<file path="src/clws_pkg.sv">
// ----------------------------------------------------------------------------
// clws_pkg
// Types, codes and constants shared by the character LCD write sequencer.
// ----------------------------------------------------------------------------
`default_nettype none

package clws_pkg;

    localparam int STROBE_W   = 8;
    localparam int WAIT_W     = 16;
    localparam int CFG_DATA_W = 16;
    localparam int STEP_W     = 4;
    localparam int INIT_LEN   = 9;

    localparam logic [STROBE_W-1:0] STROBE_RESET = 8'd16;
    localparam logic [WAIT_W-1:0]   WAIT_RESET   = 16'd15000;

    localparam logic [7:0] NEWLINE_CODE = 8'd10;
    localparam logic [7:0] LINE_TWO_CMD = 8'h80 | 8'h40;

    localparam logic [0:0] REG_STROBE = 1'b0;
    localparam logic [0:0] REG_WAIT   = 1'b1;

    localparam logic [1:0] OPC_TICK = 2'd0;
    localparam logic [1:0] OPC_CHAR = 2'd1;
    localparam logic [1:0] OPC_END  = 2'd2;

    typedef enum logic [1:0] {
        OP_TICK,
        OP_CHAR,
        OP_END,
        OP_NONE
    } t_op;

    typedef enum logic [2:0] {
        PH_IDLE,
        PH_START,
        PH_EHIGH,
        PH_ELOW,
        PH_WAIT,
        PH_END
    } t_phase;

    typedef struct packed {
        t_op        op;
        logic [7:0] char_code;
        logic       starts_text;
    } t_item;

    typedef struct packed {
        logic       register_select_pin;
        logic [7:0] data_pins;
        logic       enable_pin;
        logic       backlight_pin;
        logic       ready_res;
        logic       accepted;
    } t_result;

    localparam int ITEM_W   = $bits(t_item);
    localparam int RESULT_W = $bits(t_result);

    function automatic logic [7:0] init_cmd(input logic [STEP_W-1:0] step);
        logic [7:0] cmd;
        unique case (step)
            4'd0:    cmd = 8'h30;
            4'd1:    cmd = 8'h30;
            4'd2:    cmd = 8'h30;
            4'd3:    cmd = 8'h38;
            4'd4:    cmd = 8'h08;
            4'd5:    cmd = 8'h01;
            4'd6:    cmd = 8'h06;
            4'd7:    cmd = 8'h0c;
            4'd8:    cmd = 8'h02;
            default: cmd = 8'h30;
        endcase
        return cmd;
    endfunction

endpackage

`default_nettype wire

</file>
<file path="src/clws_queue.sv">
// ----------------------------------------------------------------------------
// clws_queue
// Two-entry queue; push and pop may complete in the same cycle.
// ----------------------------------------------------------------------------
`default_nettype none

module clws_queue #(
    parameter int W = clws_pkg::ITEM_W
) (
    input  wire logic         i_clk,
    input  wire logic         i_rst_n,
    input  wire logic         i_push,
    input  wire logic [W-1:0] i_data,
    output logic              o_full,
    input  wire logic         i_pop,
    output logic [W-1:0]      o_data,
    output logic              o_empty
);
    logic [W-1:0] r_mem [0:1];
    logic         r_wr_ptr;
    logic         r_rd_ptr;
    logic [1:0]   r_count;
    logic         wr_fire;
    logic         rd_fire;

    assign o_full  = (r_count == 2'd2);
    assign o_empty = (r_count == 2'd0);
    assign o_data  = r_mem[r_rd_ptr];
    assign wr_fire = i_push && !o_full;
    assign rd_fire = i_pop && !o_empty;

    always_ff @(posedge i_clk) begin
        if (wr_fire) begin
            r_mem[r_wr_ptr] <= i_data;
        end
    end

    always_ff @(posedge i_clk) begin
        if (!i_rst_n) begin
            r_wr_ptr <= 1'b0;
            r_rd_ptr <= 1'b0;
            r_count  <= 2'd0;
        end else begin
            if (wr_fire) begin
                r_wr_ptr <= !r_wr_ptr;
            end
            if (rd_fire) begin
                r_rd_ptr <= !r_rd_ptr;
            end
            if (wr_fire && !rd_fire) begin
                r_count <= r_count + 2'd1;
            end else if (rd_fire && !wr_fire) begin
                r_count <= r_count - 2'd1;
            end
        end
    end

endmodule

`default_nettype wire

</file>
<file path="src/clws_front.sv">
// ----------------------------------------------------------------------------
// clws_front
// Input side: decode the operation code and queue items for the sequencer.
// ----------------------------------------------------------------------------
`default_nettype none

module clws_front (
    input  wire logic          i_clk,
    input  wire logic          i_rst_n,
    input  wire logic          i_push,
    input  wire logic [1:0]    i_operation,
    input  wire logic [7:0]    i_char_code,
    input  wire logic          i_starts_text,
    output logic               o_full,
    input  wire logic          i_pop,
    output clws_pkg::t_item    o_item,
    output logic               o_empty
);
    import clws_pkg::*;

    t_item in_item;

    always_comb begin
        unique case (i_operation)
            OPC_TICK: in_item.op = OP_TICK;
            OPC_CHAR: in_item.op = OP_CHAR;
            OPC_END:  in_item.op = OP_END;
            default:  in_item.op = OP_NONE;
        endcase
        in_item.char_code   = i_char_code;
        in_item.starts_text = i_starts_text;
    end

    clws_queue #(
        .W(ITEM_W)
    ) u_item_q (
        .i_clk   (i_clk),
        .i_rst_n (i_rst_n),
        .i_push  (i_push),
        .i_data  (in_item),
        .o_full  (o_full),
        .i_pop   (i_pop),
        .o_data  (o_item),
        .o_empty (o_empty)
    );

endmodule

`default_nettype wire

</file>
<file path="src/clws_back.sv">
// ----------------------------------------------------------------------------
// clws_back
// Sequencer: executes one queued item per cycle while the result queue has
// room, drives the pin state and emits one result per item.
// ----------------------------------------------------------------------------
`default_nettype none

module clws_back (
    input  wire logic                       i_clk,
    input  wire logic                       i_rst_n,
    input  wire logic                       i_cfg_wr_en,
    input  wire logic [0:0]                 i_cfg_index,
    input  wire logic [clws_pkg::CFG_DATA_W-1:0] i_cfg_data,
    input  wire clws_pkg::t_item            i_item,
    input  wire logic                       i_item_empty,
    output logic                            o_item_pop,
    input  wire logic                       i_res_full,
    output logic                            o_res_push,
    output clws_pkg::t_result               o_result
);
    import clws_pkg::*;

    logic [STROBE_W-1:0] r_strobe;
    logic [WAIT_W-1:0]   r_wait;
    t_phase              r_phase, n_phase;
    logic [STEP_W-1:0]   r_step, n_step;
    logic [WAIT_W-1:0]   r_tick, n_tick;
    logic [7:0]          r_held, n_held;
    logic                r_is_data, n_is_data;
    logic                r_pending, n_pending;
    logic                r_backlight, n_backlight;
    logic [7:0]          r_pins, n_pins;

    logic                fire;
    logic                taken;
    logic [WAIT_W-1:0]   tick_next;
    logic [WAIT_W-1:0]   limit;
    logic                done;
    logic [STEP_W-1:0]   step_next;

    assign fire       = !i_item_empty && !i_res_full;
    assign o_item_pop = fire;
    assign o_res_push = fire;

    always_ff @(posedge i_clk) begin
        if (!i_rst_n) begin
            r_strobe <= STROBE_RESET;
            r_wait   <= WAIT_RESET;
        end else if (i_cfg_wr_en) begin
            unique case (i_cfg_index)
                REG_STROBE: r_strobe <= i_cfg_data[STROBE_W-1:0];
                REG_WAIT:   r_wait   <= i_cfg_data[WAIT_W-1:0];
                default:    r_wait   <= r_wait;
            endcase
        end
    end

    always_ff @(posedge i_clk) begin
        if (!i_rst_n) begin
            r_phase     <= PH_IDLE;
            r_step      <= '0;
            r_tick      <= '0;
            r_held      <= '0;
            r_is_data   <= 1'b0;
            r_pending   <= 1'b0;
            r_backlight <= 1'b0;
            r_pins      <= '0;
        end else if (fire) begin
            r_phase     <= n_phase;
            r_step      <= n_step;
            r_tick      <= n_tick;
            r_held      <= n_held;
            r_is_data   <= n_is_data;
            r_pending   <= n_pending;
            r_backlight <= n_backlight;
            r_pins      <= n_pins;
        end
    end

    always_comb begin
        n_phase     = r_phase;
        n_step      = r_step;
        n_tick      = r_tick;
        n_held      = r_held;
        n_is_data   = r_is_data;
        n_pending   = r_pending;
        n_backlight = r_backlight;
        n_pins      = r_pins;
        taken       = 1'b0;

        tick_next = r_tick + 1'b1;
        limit     = ((r_phase == PH_EHIGH) || (r_phase == PH_ELOW))
                    ? {{(WAIT_W-STROBE_W){1'b0}}, r_strobe} : r_wait;
        done      = (tick_next >= limit) || (tick_next == '0);
        step_next = r_step + 1'b1;

        unique case (i_item.op)
            OP_TICK: begin
                unique case (r_phase)
                    PH_START: begin
                        n_tick = done ? '0 : tick_next;
                        if (done) begin
                            n_step    = '0;
                            n_is_data = 1'b0;
                            n_pins    = init_cmd('0);
                            n_phase   = PH_EHIGH;
                        end
                    end
                    PH_EHIGH: begin
                        n_tick = done ? '0 : tick_next;
                        if (done) begin
                            n_phase = PH_ELOW;
                        end
                    end
                    PH_ELOW: begin
                        n_tick = done ? '0 : tick_next;
                        if (done) begin
                            n_phase = PH_WAIT;
                        end
                    end
                    PH_WAIT: begin
                        n_tick = done ? '0 : tick_next;
                        if (done) begin
                            if (r_pending) begin
                                n_phase = PH_EHIGH;
                                if (step_next < STEP_W'(INIT_LEN)) begin
                                    n_step    = step_next;
                                    n_is_data = 1'b0;
                                    n_pins    = init_cmd(step_next);
                                end else begin
                                    n_step    = '0;
                                    n_pending = 1'b0;
                                    if (r_held == NEWLINE_CODE) begin
                                        n_is_data = 1'b0;
                                        n_pins    = LINE_TWO_CMD;
                                    end else begin
                                        n_is_data = 1'b1;
                                        n_pins    = r_held;
                                    end
                                end
                            end else begin
                                n_phase = PH_IDLE;
                            end
                        end
                    end
                    PH_END: begin
                        n_tick = done ? '0 : tick_next;
                        if (done) begin
                            n_phase = PH_IDLE;
                        end
                    end
                    default: begin
                        n_phase = PH_IDLE;
                    end
                endcase
            end
            OP_CHAR: begin
                if (r_phase == PH_IDLE) begin
                    taken  = 1'b1;
                    n_held = i_item.char_code;
                    n_tick = '0;
                    if (i_item.starts_text) begin
                        n_is_data   = 1'b0;
                        n_pins      = '0;
                        n_backlight = 1'b1;
                        n_step      = '0;
                        n_pending   = 1'b1;
                        n_phase     = PH_START;
                    end else begin
                        n_pending = 1'b0;
                        n_phase   = PH_EHIGH;
                        if (i_item.char_code == NEWLINE_CODE) begin
                            n_is_data = 1'b0;
                            n_pins    = LINE_TWO_CMD;
                        end else begin
                            n_is_data = 1'b1;
                            n_pins    = i_item.char_code;
                        end
                    end
                end
            end
            OP_END: begin
                if (r_phase == PH_IDLE) begin
                    taken   = 1'b1;
                    n_tick  = '0;
                    n_phase = PH_END;
                end
            end
            default: begin
                taken = 1'b0;
            end
        endcase

        o_result.register_select_pin = n_is_data;
        o_result.data_pins           = n_pins;
        o_result.enable_pin          = (n_phase == PH_EHIGH);
        o_result.backlight_pin       = n_backlight;
        o_result.ready_res           = (n_phase == PH_IDLE);
        o_result.accepted            = taken;
    end

endmodule

`default_nettype wire

</file>
<file path="src/character_lcd_write_sequencer_unit.sv">
// ----------------------------------------------------------------------------
// character_lcd_write_sequencer_unit
// 8-bit parallel character LCD write sequencer with queued item and result
// channels and a two-register configuration port.
//
//   channel   direction  handshake          payload
//   item      in         push / full        i_operation, i_char_code,
//                                           i_starts_text
//   result    out        pop / empty        o_register_select_pin,
//                                           o_data_pins, o_enable_pin,
//                                           o_backlight_pin, o_ready_res,
//                                           o_accepted
//   config    in         i_cfg_wr_en        i_cfg_index, i_cfg_data
//
// One item per clock sustained while neither side stalls: the sequencer
// executes one item per cycle while one waits and the result queue has room.
// A result is queued as its item is popped and can be popped once shown.
// Synchronous active-low reset empties both queues and restores the pin
// state and register defaults.
// Either side may stall; each two-entry queue buffers up to two items.
// ----------------------------------------------------------------------------
`default_nettype none

module character_lcd_write_sequencer_unit (
    input  wire logic                            i_clk,
    input  wire logic                            i_rst_n,
    input  wire logic                            push,
    output logic                                 full,
    input  wire logic [1:0]                      i_operation,
    input  wire logic [7:0]                      i_char_code,
    input  wire logic                            i_starts_text,
    output logic                                 empty,
    input  wire logic                            pop,
    output logic                                 o_register_select_pin,
    output logic [7:0]                           o_data_pins,
    output logic                                 o_enable_pin,
    output logic                                 o_backlight_pin,
    output logic                                 o_ready_res,
    output logic                                 o_accepted,
    input  wire logic                            i_cfg_wr_en,
    input  wire logic [0:0]                      i_cfg_index,
    input  wire logic [clws_pkg::CFG_DATA_W-1:0] i_cfg_data
);
    import clws_pkg::*;

    t_item   item;
    logic    item_empty;
    logic    item_pop;
    logic    res_full;
    logic    res_push;
    t_result res_in;
    t_result res_out;

    clws_front u_front (
        .i_clk         (i_clk),
        .i_rst_n       (i_rst_n),
        .i_push        (push),
        .i_operation   (i_operation),
        .i_char_code   (i_char_code),
        .i_starts_text (i_starts_text),
        .o_full        (full),
        .i_pop         (item_pop),
        .o_item        (item),
        .o_empty       (item_empty)
    );

    clws_back u_back (
        .i_clk        (i_clk),
        .i_rst_n      (i_rst_n),
        .i_cfg_wr_en  (i_cfg_wr_en),
        .i_cfg_index  (i_cfg_index),
        .i_cfg_data   (i_cfg_data),
        .i_item       (item),
        .i_item_empty (item_empty),
        .o_item_pop   (item_pop),
        .i_res_full   (res_full),
        .o_res_push   (res_push),
        .o_result     (res_in)
    );

    clws_queue #(
        .W(RESULT_W)
    ) u_res_q (
        .i_clk   (i_clk),
        .i_rst_n (i_rst_n),
        .i_push  (res_push),
        .i_data  (res_in),
        .o_full  (res_full),
        .i_pop   (pop),
        .o_data  (res_out),
        .o_empty (empty)
    );

    assign o_register_select_pin = res_out.register_select_pin;
    assign o_data_pins           = res_out.data_pins;
    assign o_enable_pin          = res_out.enable_pin;
    assign o_backlight_pin       = res_out.backlight_pin;
    assign o_ready_res           = res_out.ready_res;
    assign o_accepted            = res_out.accepted;

endmodule

`default_nettype wire

</file>
<file path="config.mk">
export PLATFORM = sky130hd
export DESIGN_NAME = character_lcd_write_sequencer_unit
export DESIGN_NICKNAME = d
export VERILOG_FILES = /design/src/clws_pkg.sv /design/src/clws_queue.sv /design/src/clws_front.sv /design/src/clws_back.sv /design/src/character_lcd_write_sequencer_unit.sv
export SDC_FILE = /design/constraint.sdc
export NUM_CORES = 1
export LEC_CHECK = 0
export BUFFER_PORTS_ARGS = -buffer_cell sky130_fd_sc_hd__buf_2
export CORE_MARGIN = 2
export CORE_UTILIZATION = 32
export DETAILED_ROUTE_END_ITERATION = 10
export PLACE_DENSITY = 0.55
export SLEW_MARGIN = 20
export SYNTH_ARGS = -nofsm -noshare
export SYNTH_HDL_FRONTEND = slang
export SYNTH_SLANG_ARGS = --single-unit
</file>
<file path="constraint.sdc">
create_clock -name i_clk -period 3.84 [get_ports i_clk]
set_input_delay 0.576 -clock i_clk [delete_from_list [all_inputs] [get_ports i_clk]]
set_output_delay 0.576 -clock i_clk [all_outputs]
set_load 0.05 [all_outputs]
</file>
==> flow_metrics.tcl, run 1 <==
set metrics [dict create \
    synth_top_area_share_pct 21.76 \
    antenna_found_initial 0 \
    critical_path.max_stage_delay_ns 0.41 \
    syn-num-nets 787 \
    path_delay_family "compound AO/OA/AOI/OAI gates" \
    cts_buffer_depth 2 \
    hpwl_um 12210 \
    syn_area_um2 6992 \
    grt_usage_pct 14.86 \
    path_cells "ha_2, and3_2, nand3_1, xnor2_2, ha_1, and2_1, a221oi_1, o21ai_1, a211o_1, a31oi_4, o31ai_2, or2_2, a32oi_2" \
    viasPerCell 5.183 \
    regArea_um2 2963 \
    finalNetCount 833 \
    netlist-cell-type-count 87 \
    hold_violations 0 \
    grt_pass1_wl_um 27610 \
    ys_ff_latch 124 \
    cts.sinks 124 \
    dieWidth_um 151.8 \
    yosysSeqAreaShare_pct 42.38 \
    period_minus_slack_ns 3.592 \
    crit_fanout 8 \
    irDropWorstVdd_v 0.0003487 \
    synth_flop_cell "dfxtp_1" \
    cts_tree "yes" \
    slew_violations 0 \
    critPathKind "reg2reg" \
    antennaDiodeCount 0 \
    placed_area_um2 7526 \
    static-leakage-power_uw 0.003212 \
    routed_wl_um 16780 \
    tightest_slew_ns 1.010 \
    cp_data_required_time_ns 4.10 \
    initial_core_util_pct 32.34 \
    htreeDepth 4 \
    synth_cells 724 \
    coreArea_um2 21620 \
    ys_top_cells_by_area "dfxtp_1, edfxtp_1, nand2_1" \
    r2r_cells 13 \
    fmax_mhz 278.4 \
    clock_latency_ns 0.42 \
    fin_setup_tns_ns 0 \
    synth_area_leader_cell "dfxtp_1" \
    min_path_type "in2reg" \
    grt_pass1_vias 5232 \
    crit_slowest_cell "dfxtp_1" \
    cp.arrival_ns 3.85 \
    cts_made_buffers 17 \
    drt_first_iter_violations 458 \
    fillers 2166 \
    synth_common_cells "nand2_1, dfxtp_1, edfxtp_1" \
    drive_above_1_share_pct 20.56 \
    synth-edff-count 48 \
    ios 48 \
    area_growth_pct 17.27 \
    maxSlewHeadroom_pct 32.45 \
    drc 0 \
    grt_start_max_net_pins 45 \
    period_share_pct 93.55 \
    num_rows 54 \
    wl_per_cell_um 15.79 \
    status "completed" \
    synth.most_common_cell "nand2_1" \
    place_congestion 0.8761 \
    syn_avg_cell_area_um2 9.657 \
    hold_buffers 0 \
    clk_pin_slew_ns 0.06 \
    die_h_um 151.8 \
    root_buffer "clkbuf_16" \
    antenna_left 0 \
    hold_path_depth 1 \
    dr.pass1.iters 5 \
    cp.depth 13 \
    pwr_density_cell_nw_per_um2 675.3 \
    portBuffers 47 \
    crit_buf_inv 0 \
    cp-start-kind "flop" \
    yosys_warnings 0 \
    dieArea_um2 23050 \
    multiInputGateArea_um2 3730 \
    endpoint_kind "flop" \
    overflow 0 \
    finClkSkew_ns 0.008620 \
    cap_violations 0 \
    fin_area_um2 8199 \
    vias 5509 \
    setup_viol 0 \
    async_flop_share_pct 0 \
]
layout by cell type (no fill, tap or decap), types with 6 or more instances in the layout:
| cell type | netlist | final |
|---|---|---|
| nor2_1 | 36 | 35 |
| ha_1 | 30 | 29 |
| nand2b_1 | 6 | 6 |
| a21oi_1 | 23 | 23 |
| inv_1 | 19 | 19 |
| nand4_1 | 7 | 7 |
| nor2b_1 | 22 | 22 |
| dfxtp_1 | 76 | 76 |
| a31oi_1 | 10 | 10 |
| a21boi_0 | 19 | 19 |
| buf_4 | 2 | 30 |
| nor3_1 | 10 | 9 |
| xor2_1 | 9 | 9 |
| a21o_1 | 7 | 7 |
| mux2i_1 | 24 | 24 |
| o211ai_1 | 6 | 6 |
| clkbuf_16 | 0 | 17 |
| o21ai_0 | 26 | 24 |
| a211oi_1 | 7 | 7 |
| and2_1 | 15 | 15 |
| nand2_1 | 101 | 100 |
| edfxtp_1 | 48 | 48 |
| nand3_1 | 22 | 22 |
| xnor2_1 | 17 | 15 |
| mux2_2 | 18 | 18 |
| buf_2 | 4 | 47 |
| a22oi_1 | 17 | 17 |
report_power, final:
| group | leakage (uW) | switching [uW] | internal (uW) | total (uW) |
|---|---|---|---|---|
| Clock | 0.000294 | 608 | 1090 | 1700 |
| Combinational | 0.00185 | 1310 | 687 | 2000 |
| Sequential | 0.00107 | 153 | 1690 | 1840 |
area by class of cell:
type	instances	share of cell area, %
clock inverters	13	2.335
repair buffers	77	5.616
inverters	19	0.8698
flip-flops and latches	124	36.14
clock buffers	19	5.280
multi-input cells	531	45.49
well taps	280	4.273
cells by family (layout without fill, tap and decap cells):
family | after synthesis | after routing | share of synthesized area [%]
adder cells (fa/ha/maj) | 30 | 30 | 5.369
XOR/XNOR | 26 | 26 | 3.257
multiplexers | 42 | 42 | 6.335
flip-flops | 124 | 124 | 42.38
AO/OA/AOI/OAI | 180 | 180 | 19.69
buffers and inverters | 69 | 128 | 5.064
AND/OR/NAND/NOR | 253 | 253 | 17.91
registers in the layout, summed over array words and instances, names as in the netlist, 3 cells and up, named ones only:
signal,count
u_res_q.r_mem,26
u_front.u_item_q.r_mem,22
u_back.r_step,4
u_back.r_phase,3
u_back.r_strobe,8
u_back.r_wait,16
u_back.r_pins,8
u_back.r_tick,16
u_back.r_held,8
final timing paths:
| path | to | slack (ns) | from |
|---|---|---|---|
| worst max-delay path | u_res_q.r_mem[0][12] | 0.25 | u_back.r_tick[1] |
| worst min-delay path | u_front.u_item_q.r_mem[0][0] | 0.34 | i_starts_text |
| worst max register to register | u_res_q.r_mem[0][12] | 0.25 | u_back.r_tick[1] |
| worst min register to register | u_back.r_strobe[0] | 0.46 | u_back.r_strobe[0] |
metrics by stage:
stage	hold WS (ns)	total power, uW	utilization (%)	cells	setup WS (ns)
3_3_place_gp	0.4520	3851	34.81	1029	0.2375
2_1_floorplan	0.4398	3325	-	724	0.003420
5_1_grt	0.3186	5858	37.92	1063	-0.01936
6_report	0.3433	5537	37.92	1063	0.2476
4_1_cts	0.3218	5570	37.70	1061	0.1444
3_5_place_dp	0.4570	3853	34.81	1029	0.1771
worst reg2reg max path, stage by stage, from the launching register on:
cell	delay (ns)
dfxtp_1	0.41
ha_2	0.27
and3_2	0.20
nand3_1	0.12
xnor2_2	0.16
ha_1	0.28
and2_1	0.15
a221oi_1	0.28
o21ai_1	0.16
a211o_1	0.38
a31oi_4	0.30
o31ai_2	0.18
or2_2	0.33
a32oi_2	0.22
layer usage:
layer  share of wire (%)  up-vias  GRT usage [%]
met5                   0        -              0
met3                 4.8       23          3.965
met2                  45      152          22.61
met1                  49     2577          20.30
li1                    -     2757              -
met4                 1.7        0          5.474
repair_timing:
action,CTS,global route
setup buffers,0,2
endpoints found under the setup margin,0,33
resized for setup,0,7
Power figures use the tool's default switching activity.
==> run 2: changes to the inputs <==
ABC_AREA = 1   (was not set)
SETUP_SLACK_MARGIN = 0.1   (was not set)
SLEW_MARGIN = 25   (was 20)
==> run 2 against run 1 <==
Against the previous run: register-to-register slack improved by 0.24 ns; setup slack improved by 0.24 ns; design area fell by 0.37%; clock power fell by 8%; final cell count up 19%; non-clock buffer count is 12 lower; die area is essentially flat; clock skew barely moved; via count increased by 9.3%; area after synthesis hardly changed; wire length grew 4.3%; count of clock-buffer cells in the layout is 2 lower; largest cell class unchanged; largest power group unchanged; highest routed layer unchanged.
==> flow_metrics.tcl, run 2 <==
set metrics [dict create \
    area_growth_pct 16.80 \
    p_comb_share_pct 44.5 \
    top_register "u_res_q.r_mem" \
    period_minus_slack_ns 3.355 \
    synth.most_common_cell "nand2_1" \
    reg2reg_from "u_back.r_phase[0]" \
    dieArea_um2 23060 \
    antennaDiodeCount 0 \
    grt_pass1_vias 5651 \
    portBuffers 47 \
    place_congestion 0.8916 \
    p_seq_share_pct 31.1 \
    r2r_slack_ns 0.49 \
    period_share_pct 87.37 \
    async_flop_share_pct 0 \
    critPathKind "reg2reg" \
    synth_cells 927 \
    min_path_type "in2reg" \
    synth_top_area_share_pct 21.75 \
    grt_usage_pct 15.80 \
    synth_common_cells "nand2_1, inv_1, nor2_1" \
    htreeDepth 4 \
    layout_commonest_cell "nand2_1" \
    coreArea_um2 21620 \
    root_buffer "clkbuf_16" \
    p_int_uw 3590 \
    antenna_left 0 \
    cts_buffer_depth 2 \
    dieWidth_um 151.8 \
    ys_ff_latch 124 \
    drt_first_iter_violations 367 \
    overflow 0 \
    power.switching_uw 2851 \
    fin_area_um2 8169 \
    fmax_mhz 298.1 \
    top_regs "u_res_q.r_mem (26), u_front.u_item_q.r_mem (22)" \
    r2r-end "u_res_q.r_mem[1][5]" \
    p_total_uw 6441 \
    viasPerCell 4.743 \
    synth_flop_cell "dfxtp_1" \
    routed_wl_um 17510 \
    finClkSkew_ns 0.009009 \
    cp.arrival_ns 3.60 \
    hold_buffers 0 \
    cts.sinks 124 \
    fin_setup_tns_ns 0 \
    synth-edff-count 48 \
    placed_area_um2 7548 \
    syn_area_um2 6994 \
    yosysSeqAreaShare_pct 42.36 \
    maxSlewHeadroom_pct 35.82 \
    yosys_warnings 0 \
    endpoint_kind "flop" \
    swShare_pct 44.26 \
    largest_register_ffs 26 \
    grt_start_max_net_pins 45 \
    finalNetCount 1040 \
    synth_area_leader_cell "dfxtp_1" \
    path_cells "inv_1, nor3_1, inv_1, nand2_1, buf_6, mux2i_1, ha_1, a21oi_1, nor2_1, nor3_1, nand2_1, nand2_1, nand2_1, nor2_4, nand2_8, inv_4, nand3_1, nand3_1, nand2_1, a22oi_1" \
    syn-num-nets 990 \
    syn_avg_cell_area_um2 7.545 \
    netlist-cell-type-count 45 \
    dr.pass1.iters 5 \
    irDropWorstVdd_v 0.0004403 \
    cts_tree "yes" \
    grt_pass1_wl_um 29280 \
    final_cell_mix "nand2_1, inv_1, nor2_1" \
    crit_fanout 17 \
    hold_path_depth 1 \
    initial_core_util_pct 32.35 \
    hold-path-endpoint "u_front.u_item_q.r_mem[0][4]" \
    setup_viol 0 \
    hold-worst-slack_ns 0.3291 \
    drive_above_1_share_pct 14.34 \
    cp_data_required_time_ns 4.08 \
    r2r_cells 20 \
    cap_violations 0 \
    hold_violations 0 \
    ys_top_cells_by_area "dfxtp_1, edfxtp_1, nand2_1" \
    min_from "i_char_code[3]" \
    tightest_slew_ns 0.9591 \
    clock_latency_ns 0.43 \
    clkPwrFrac_pct 24.4 \
    crit_path_frequent_cell "nand2_1" \
    hpwl_um 12360 \
    vias 6023 \
    die_h_um 151.8 \
    num_rows 54 \
    rsz0062_at_grt "no" \
    antenna_found_initial 0 \
    ios 48 \
    crit_slowest_cell "dfxtp_1" \
    cts_made_buffers 17 \
    pwr_density_cell_nw_per_um2 788.5 \
    post-route-util_pct 37.78 \
    clk_pin_slew_ns 0.06 \
    status "completed" \
    cp-start-kind "flop" \
    drc 0 \
    critical_path.max_stage_delay_ns 0.37 \
    slew_violations 0 \
    static-leakage-power_uw 0.003630 \
    wl_per_cell_um 13.79 \
]
[run 2: changes by cell type in the layout (fill, tap and decap cells not counted), moves of 15 or more]
cell,before,now
nor2b_1,22,0
a21boi_0,19,1
nor2_1,35,83
xnor2_1,15,0
inv_1,19,131
mux2i_1,24,6
a21oi_1,23,62
o21ai_0,24,71
nand2_1,100,205
nand3_1,22,78
and2_1,15,0
[run 2: power groups by stage]
stage | logic, uW | clock network [uW] | registers, uW
floorplan | 2130 | 0 | 1950
global placement | 2790 | 0 | 2030
detailed placement | 2810 | 0 | 2030
CTS | 2820 | 1610 | 2000
global route | 3220 | 1670 | 2050
finish | 2870 | 1570 | 2010
[run 2: final cells by class]
cell class | instances | area (um^2)
Clock inverter | 15 | 150.1
Clock buffer | 17 | 425.4
Inverter | 135 | 509.2
Tap cell | 280 | 350.3
Fill cell | 2234 | 13450
Timing Repair Buffer | 65 | 374.1
Sequential cell | 124 | 2964
Multi-Input combinational cell | 634 | 3396
[run 2: logic make-up after synthesis]
logic type / count (synthesis) / share of synthesized area, %
xor gates and xnor gates: 4 / 0.5008
DFF: 124 / 42.36
and+or+nand+nor: 406 / 25.22
muxes: 19 / 2.952
adders and majority gates: 30 / 5.367
buffers and inverters: 169 / 9.517
AOI/OAI and AO/OA: 175 / 14.08
[run 2: metrics by stage]
step	instances	setup WS, ns
floorplan	927	0.5822
global placement	1237	0.3521
detailed placement	1237	0.2888
CTS	1269	0.2408
global route	1270	0.1139
finish	1270	0.4851
[run 2: worst max path at each step]
stage | cells past startpoint | from | end | slack [ns]
after floorplan | 22 | u_back.r_phase[1] | u_res_q.r_mem[0][8] | 0.58
after global placement | 20 | u_back.r_phase[1] | u_res_q.r_mem[0][4] | 0.35
after detailed placement | 20 | u_back.r_phase[1] | u_res_q.r_mem[0][6] | 0.29
after CTS | 20 | u_back.r_phase[1] | u_res_q.r_mem[1][6] | 0.24
after global routing | 22 | u_back.r_phase[0] | u_back.r_pins[6] | 0.11
final | 20 | u_back.r_phase[0] | u_res_q.r_mem[1][5] | 0.49
[run 2: repair_timing]
action                     4_1_cts  5_1_grt
setup endpoints to repair        0       37
setup buffers                    0        1
resized for setup                0       10
[run 2: per-layer routing]
layer	up-vias	global-route usage, %	wire [um]
met3	22	2.653	786
met5	-	0	0
met1	2699	23.17	9021
met4	0	6.186	306
li1	3157	-	-
met2	145	23.17	7392
[run 2: critical path, delay by kind of cell (launching register included)]
family | cells | cell delay (ns)
adders and majority gates | 1 | 0.26
DFF | 1 | 0.37
and+or+nand+nor | 12 | 1.42
AOI/OAI and AO/OA | 2 | 0.36
buffers and inverters | 4 | 0.53
muxes | 1 | 0.21
==> run 3: changes to the inputs <==
SYNTH_HIERARCHICAL = 1   (was not set)
==> run 3 against run 2 <==
Against the previous run: count of clock-buffer cells in the layout up 5; largest cell class unchanged; sequential power about the same; total power down 0.17%; critical path depth down 2; design area up 1.6%; final cell count up 1.0%; maximum frequency up 2.4%; first-iteration DRC count up 35%; area after synthesis up 2.5%.
==> flow_metrics.tcl, run 3 <==
set metrics [dict create \
    status "completed" \
    initial_core_util_pct 32.74 \
    static-leakage-power_uw 0.003719 \
    irDropWorstVdd_v 0.0003643 \
    min_path_type "in2reg" \
    setup_viol 0 \
    coreArea_um2 21890 \
    final_cell_mix "nand2_1, inv_1, nor2_1" \
    synth_flop_cell "dfxtp_1" \
    drc 0 \
    wl_per_cell_um 13.53 \
    ios 48 \
    cts_buffer_depth 2 \
    async_flop_share_pct 0 \
    fin_setup_tns_ns 0 \
    grt_pass1_wl_um 28580 \
    synth_area_leader_cell "dfxtp_1" \
    pwr_density_cell_nw_per_um2 774.6 \
    ys_top_cells_by_area "dfxtp_1, edfxtp_1, nand2_1" \
    maxSlewHeadroom_pct 37.29 \
    syn-num-nets 1002 \
    placed_area_um2 7682 \
    tightest_slew_ns 0.9396 \
    place_congestion 0.8877 \
    largest_register_ffs 26 \
    instances_no_fill 1283 \
    finalNetCount 1054 \
    top_regs "u_res_q/r_mem (26), u_front/u_item_q/r_mem (22)" \
    endpoint_kind "flop" \
    crit_fanout 10 \
    cts_setup_buffers 0 \
    viasPerCell 4.670 \
    yosysSeqAreaShare_pct 41.34 \
    cts_made_buffers 17 \
    period_share_pct 85.32 \
    layout_commonest_cell "nand2_1" \
    slew_violations 0 \
    drive_above_1_share_pct 16.55 \
    vias 5991 \
    place_ws_ns 0.4976 \
    cp.arrival_ns 3.45 \
    synth_cells 938 \
    grt_pass1_vias 5519 \
    clk_pin_slew_ns 0.06 \
    hold_violations 0 \
    grt_usage_pct 15.04 \
    syn_area_um2 7167 \
    critPathKind "reg2reg" \
    rsz0062_at_grt "no" \
    overflow 0 \
    cap_violations 0 \
    dp.cells 1250 \
    cp-start-kind "flop" \
    drt_first_iter_violations 495 \
    top_register "u_res_q/r_mem" \
    dieWidth_um 153.7 \
    p_total_uw 6430 \
    setup_ws_ns 0.5638 \
    cts.sinks 124 \
    ys_ff_latch 124 \
    htreeDepth 4 \
    synth-edff-count 48 \
    antenna_found_initial 0 \
    netlist-cell-type-count 46 \
    grt_start_max_net_pins 52 \
    cp_data_required_time_ns 4.01 \
    fin_area_um2 8302 \
    portBuffers 47 \
    hpwl_um 12510 \
    area_growth_pct 15.83 \
    antennaDiodeCount 0 \
    period_minus_slack_ns 3.276 \
    fmax_mhz 305.2 \
    routed_wl_um 17370 \
    yosys_warnings 6 \
    root_buffer "clkbuf_16" \
    synth_top_area_share_pct 21.23 \
    synth.most_common_cell "nand2_1" \
    dieArea_um2 23610 \
    num_rows 54 \
    synth_common_cells "nand2_1, inv_1, nor2_1" \
    dr.pass1.iters 5 \
    finClkSkew_ns 0.007552 \
    syn_avg_cell_area_um2 7.641 \
    clock_latency_ns 0.42 \
    cts_tree "yes" \
    die_h_um 153.7 \
    antenna_left 0 \
]
==> run 3: final cells by class <==
| class | instances | area, um^2 |
|---|---|---|
| flip-flops and latches | 124 | 2964 |
| inverters | 127 | 476.7 |
| well taps | 280 | 350.3 |
| fillers | 2299 | 13590 |
| multi-input cells | 657 | 3546 |
| clock buffers | 22 | 496.7 |
| repair buffers | 63 | 355.3 |
| clock inverters | 10 | 112.6 |
==> run 3: power breakdown <==
group          internal, uW  total (uW)  switching (uW)
Clock                  1050        1630             580
Combinational           886        2820            1930
Sequential             1770        1990             214
Total                  3700        6430            2730
==> run 3: path summary, 6_finish.rpt <==
check / startpoint / end / slack [ns] / cells past startpoint
min reg2reg: u_back/r_strobe[4] / u_back/r_strobe[4] / 0.47 / 2
min: i_char_code[7] / u_front/u_item_q/r_mem[0][8] / 0.34 / 1
max: u_back/r_phase[1] / u_res_q/r_mem[1][1] / 0.56 / 18
max reg2reg: u_back/r_phase[1] / u_res_q/r_mem[1][1] / 0.56 / 18
==> run 3: per-layer routing <==
layer / vias up / track usage, % / routed length [um]
met5: - / 0 / 0
met4: 0 / 5.068 / 267
met3: 17 / 3.354 / 835
met2: 149 / 21.48 / 7155
met1: 2658 / 22.30 / 9106
li1: 3167 / - / -
==> run 3: logic make-up (layout without fill, tap and decap cells) <==
family | after synthesis | in the layout | share of synthesized area, %
AO/OA/AOI/OAI | 149 | 149 | 11.28
XOR/XNOR | 3 | 3 | 0.3667
adder cells (fa/ha/maj) | 31 | 31 | 5.412
buffers and inverters | 158 | 222 | 9.305
flip-flops | 124 | 124 | 41.34
multiplexers | 31 | 31 | 4.749
AND/OR/NAND/NOR | 442 | 443 | 27.55
==> run 3: what timing repair did <==
| item | CTS | global route |
|---|---|---|
| hold buffers | 0 | 0 |
| setup endpoints to repair | 0 | 18 |
| resized for setup | 0 | 2 |
==> run 3: per-stage QoR <==
step / utilization, % / hold slack [ns]
after floorplan: - / 0.4286
after global placement: 35.09 / 0.4447
after detailed placement: 35.09 / 0.4527
after CTS: 37.88 / 0.3238
after global routing: 37.92 / 0.3186
final: 37.92 / 0.3418
==> run 3: critical path, stage by stage, from the launching register on <==
cell	delay, ns
dfxtp_1	0.47
ha_1	0.30
buf_4	0.23
mux2i_1	0.23
ha_1	0.27
a21oi_1	0.16
nor2_1	0.05
o21ai_0	0.14
nand2_1	0.07
nand2_1	0.08
nand2_1	0.06
nor2_2	0.20
nand2_4	0.16
nand2_1	0.11
nand3_1	0.06
o21ai_0	0.15
nand2_1	0.08
nand2_1	0.11
nor2_1	0.07
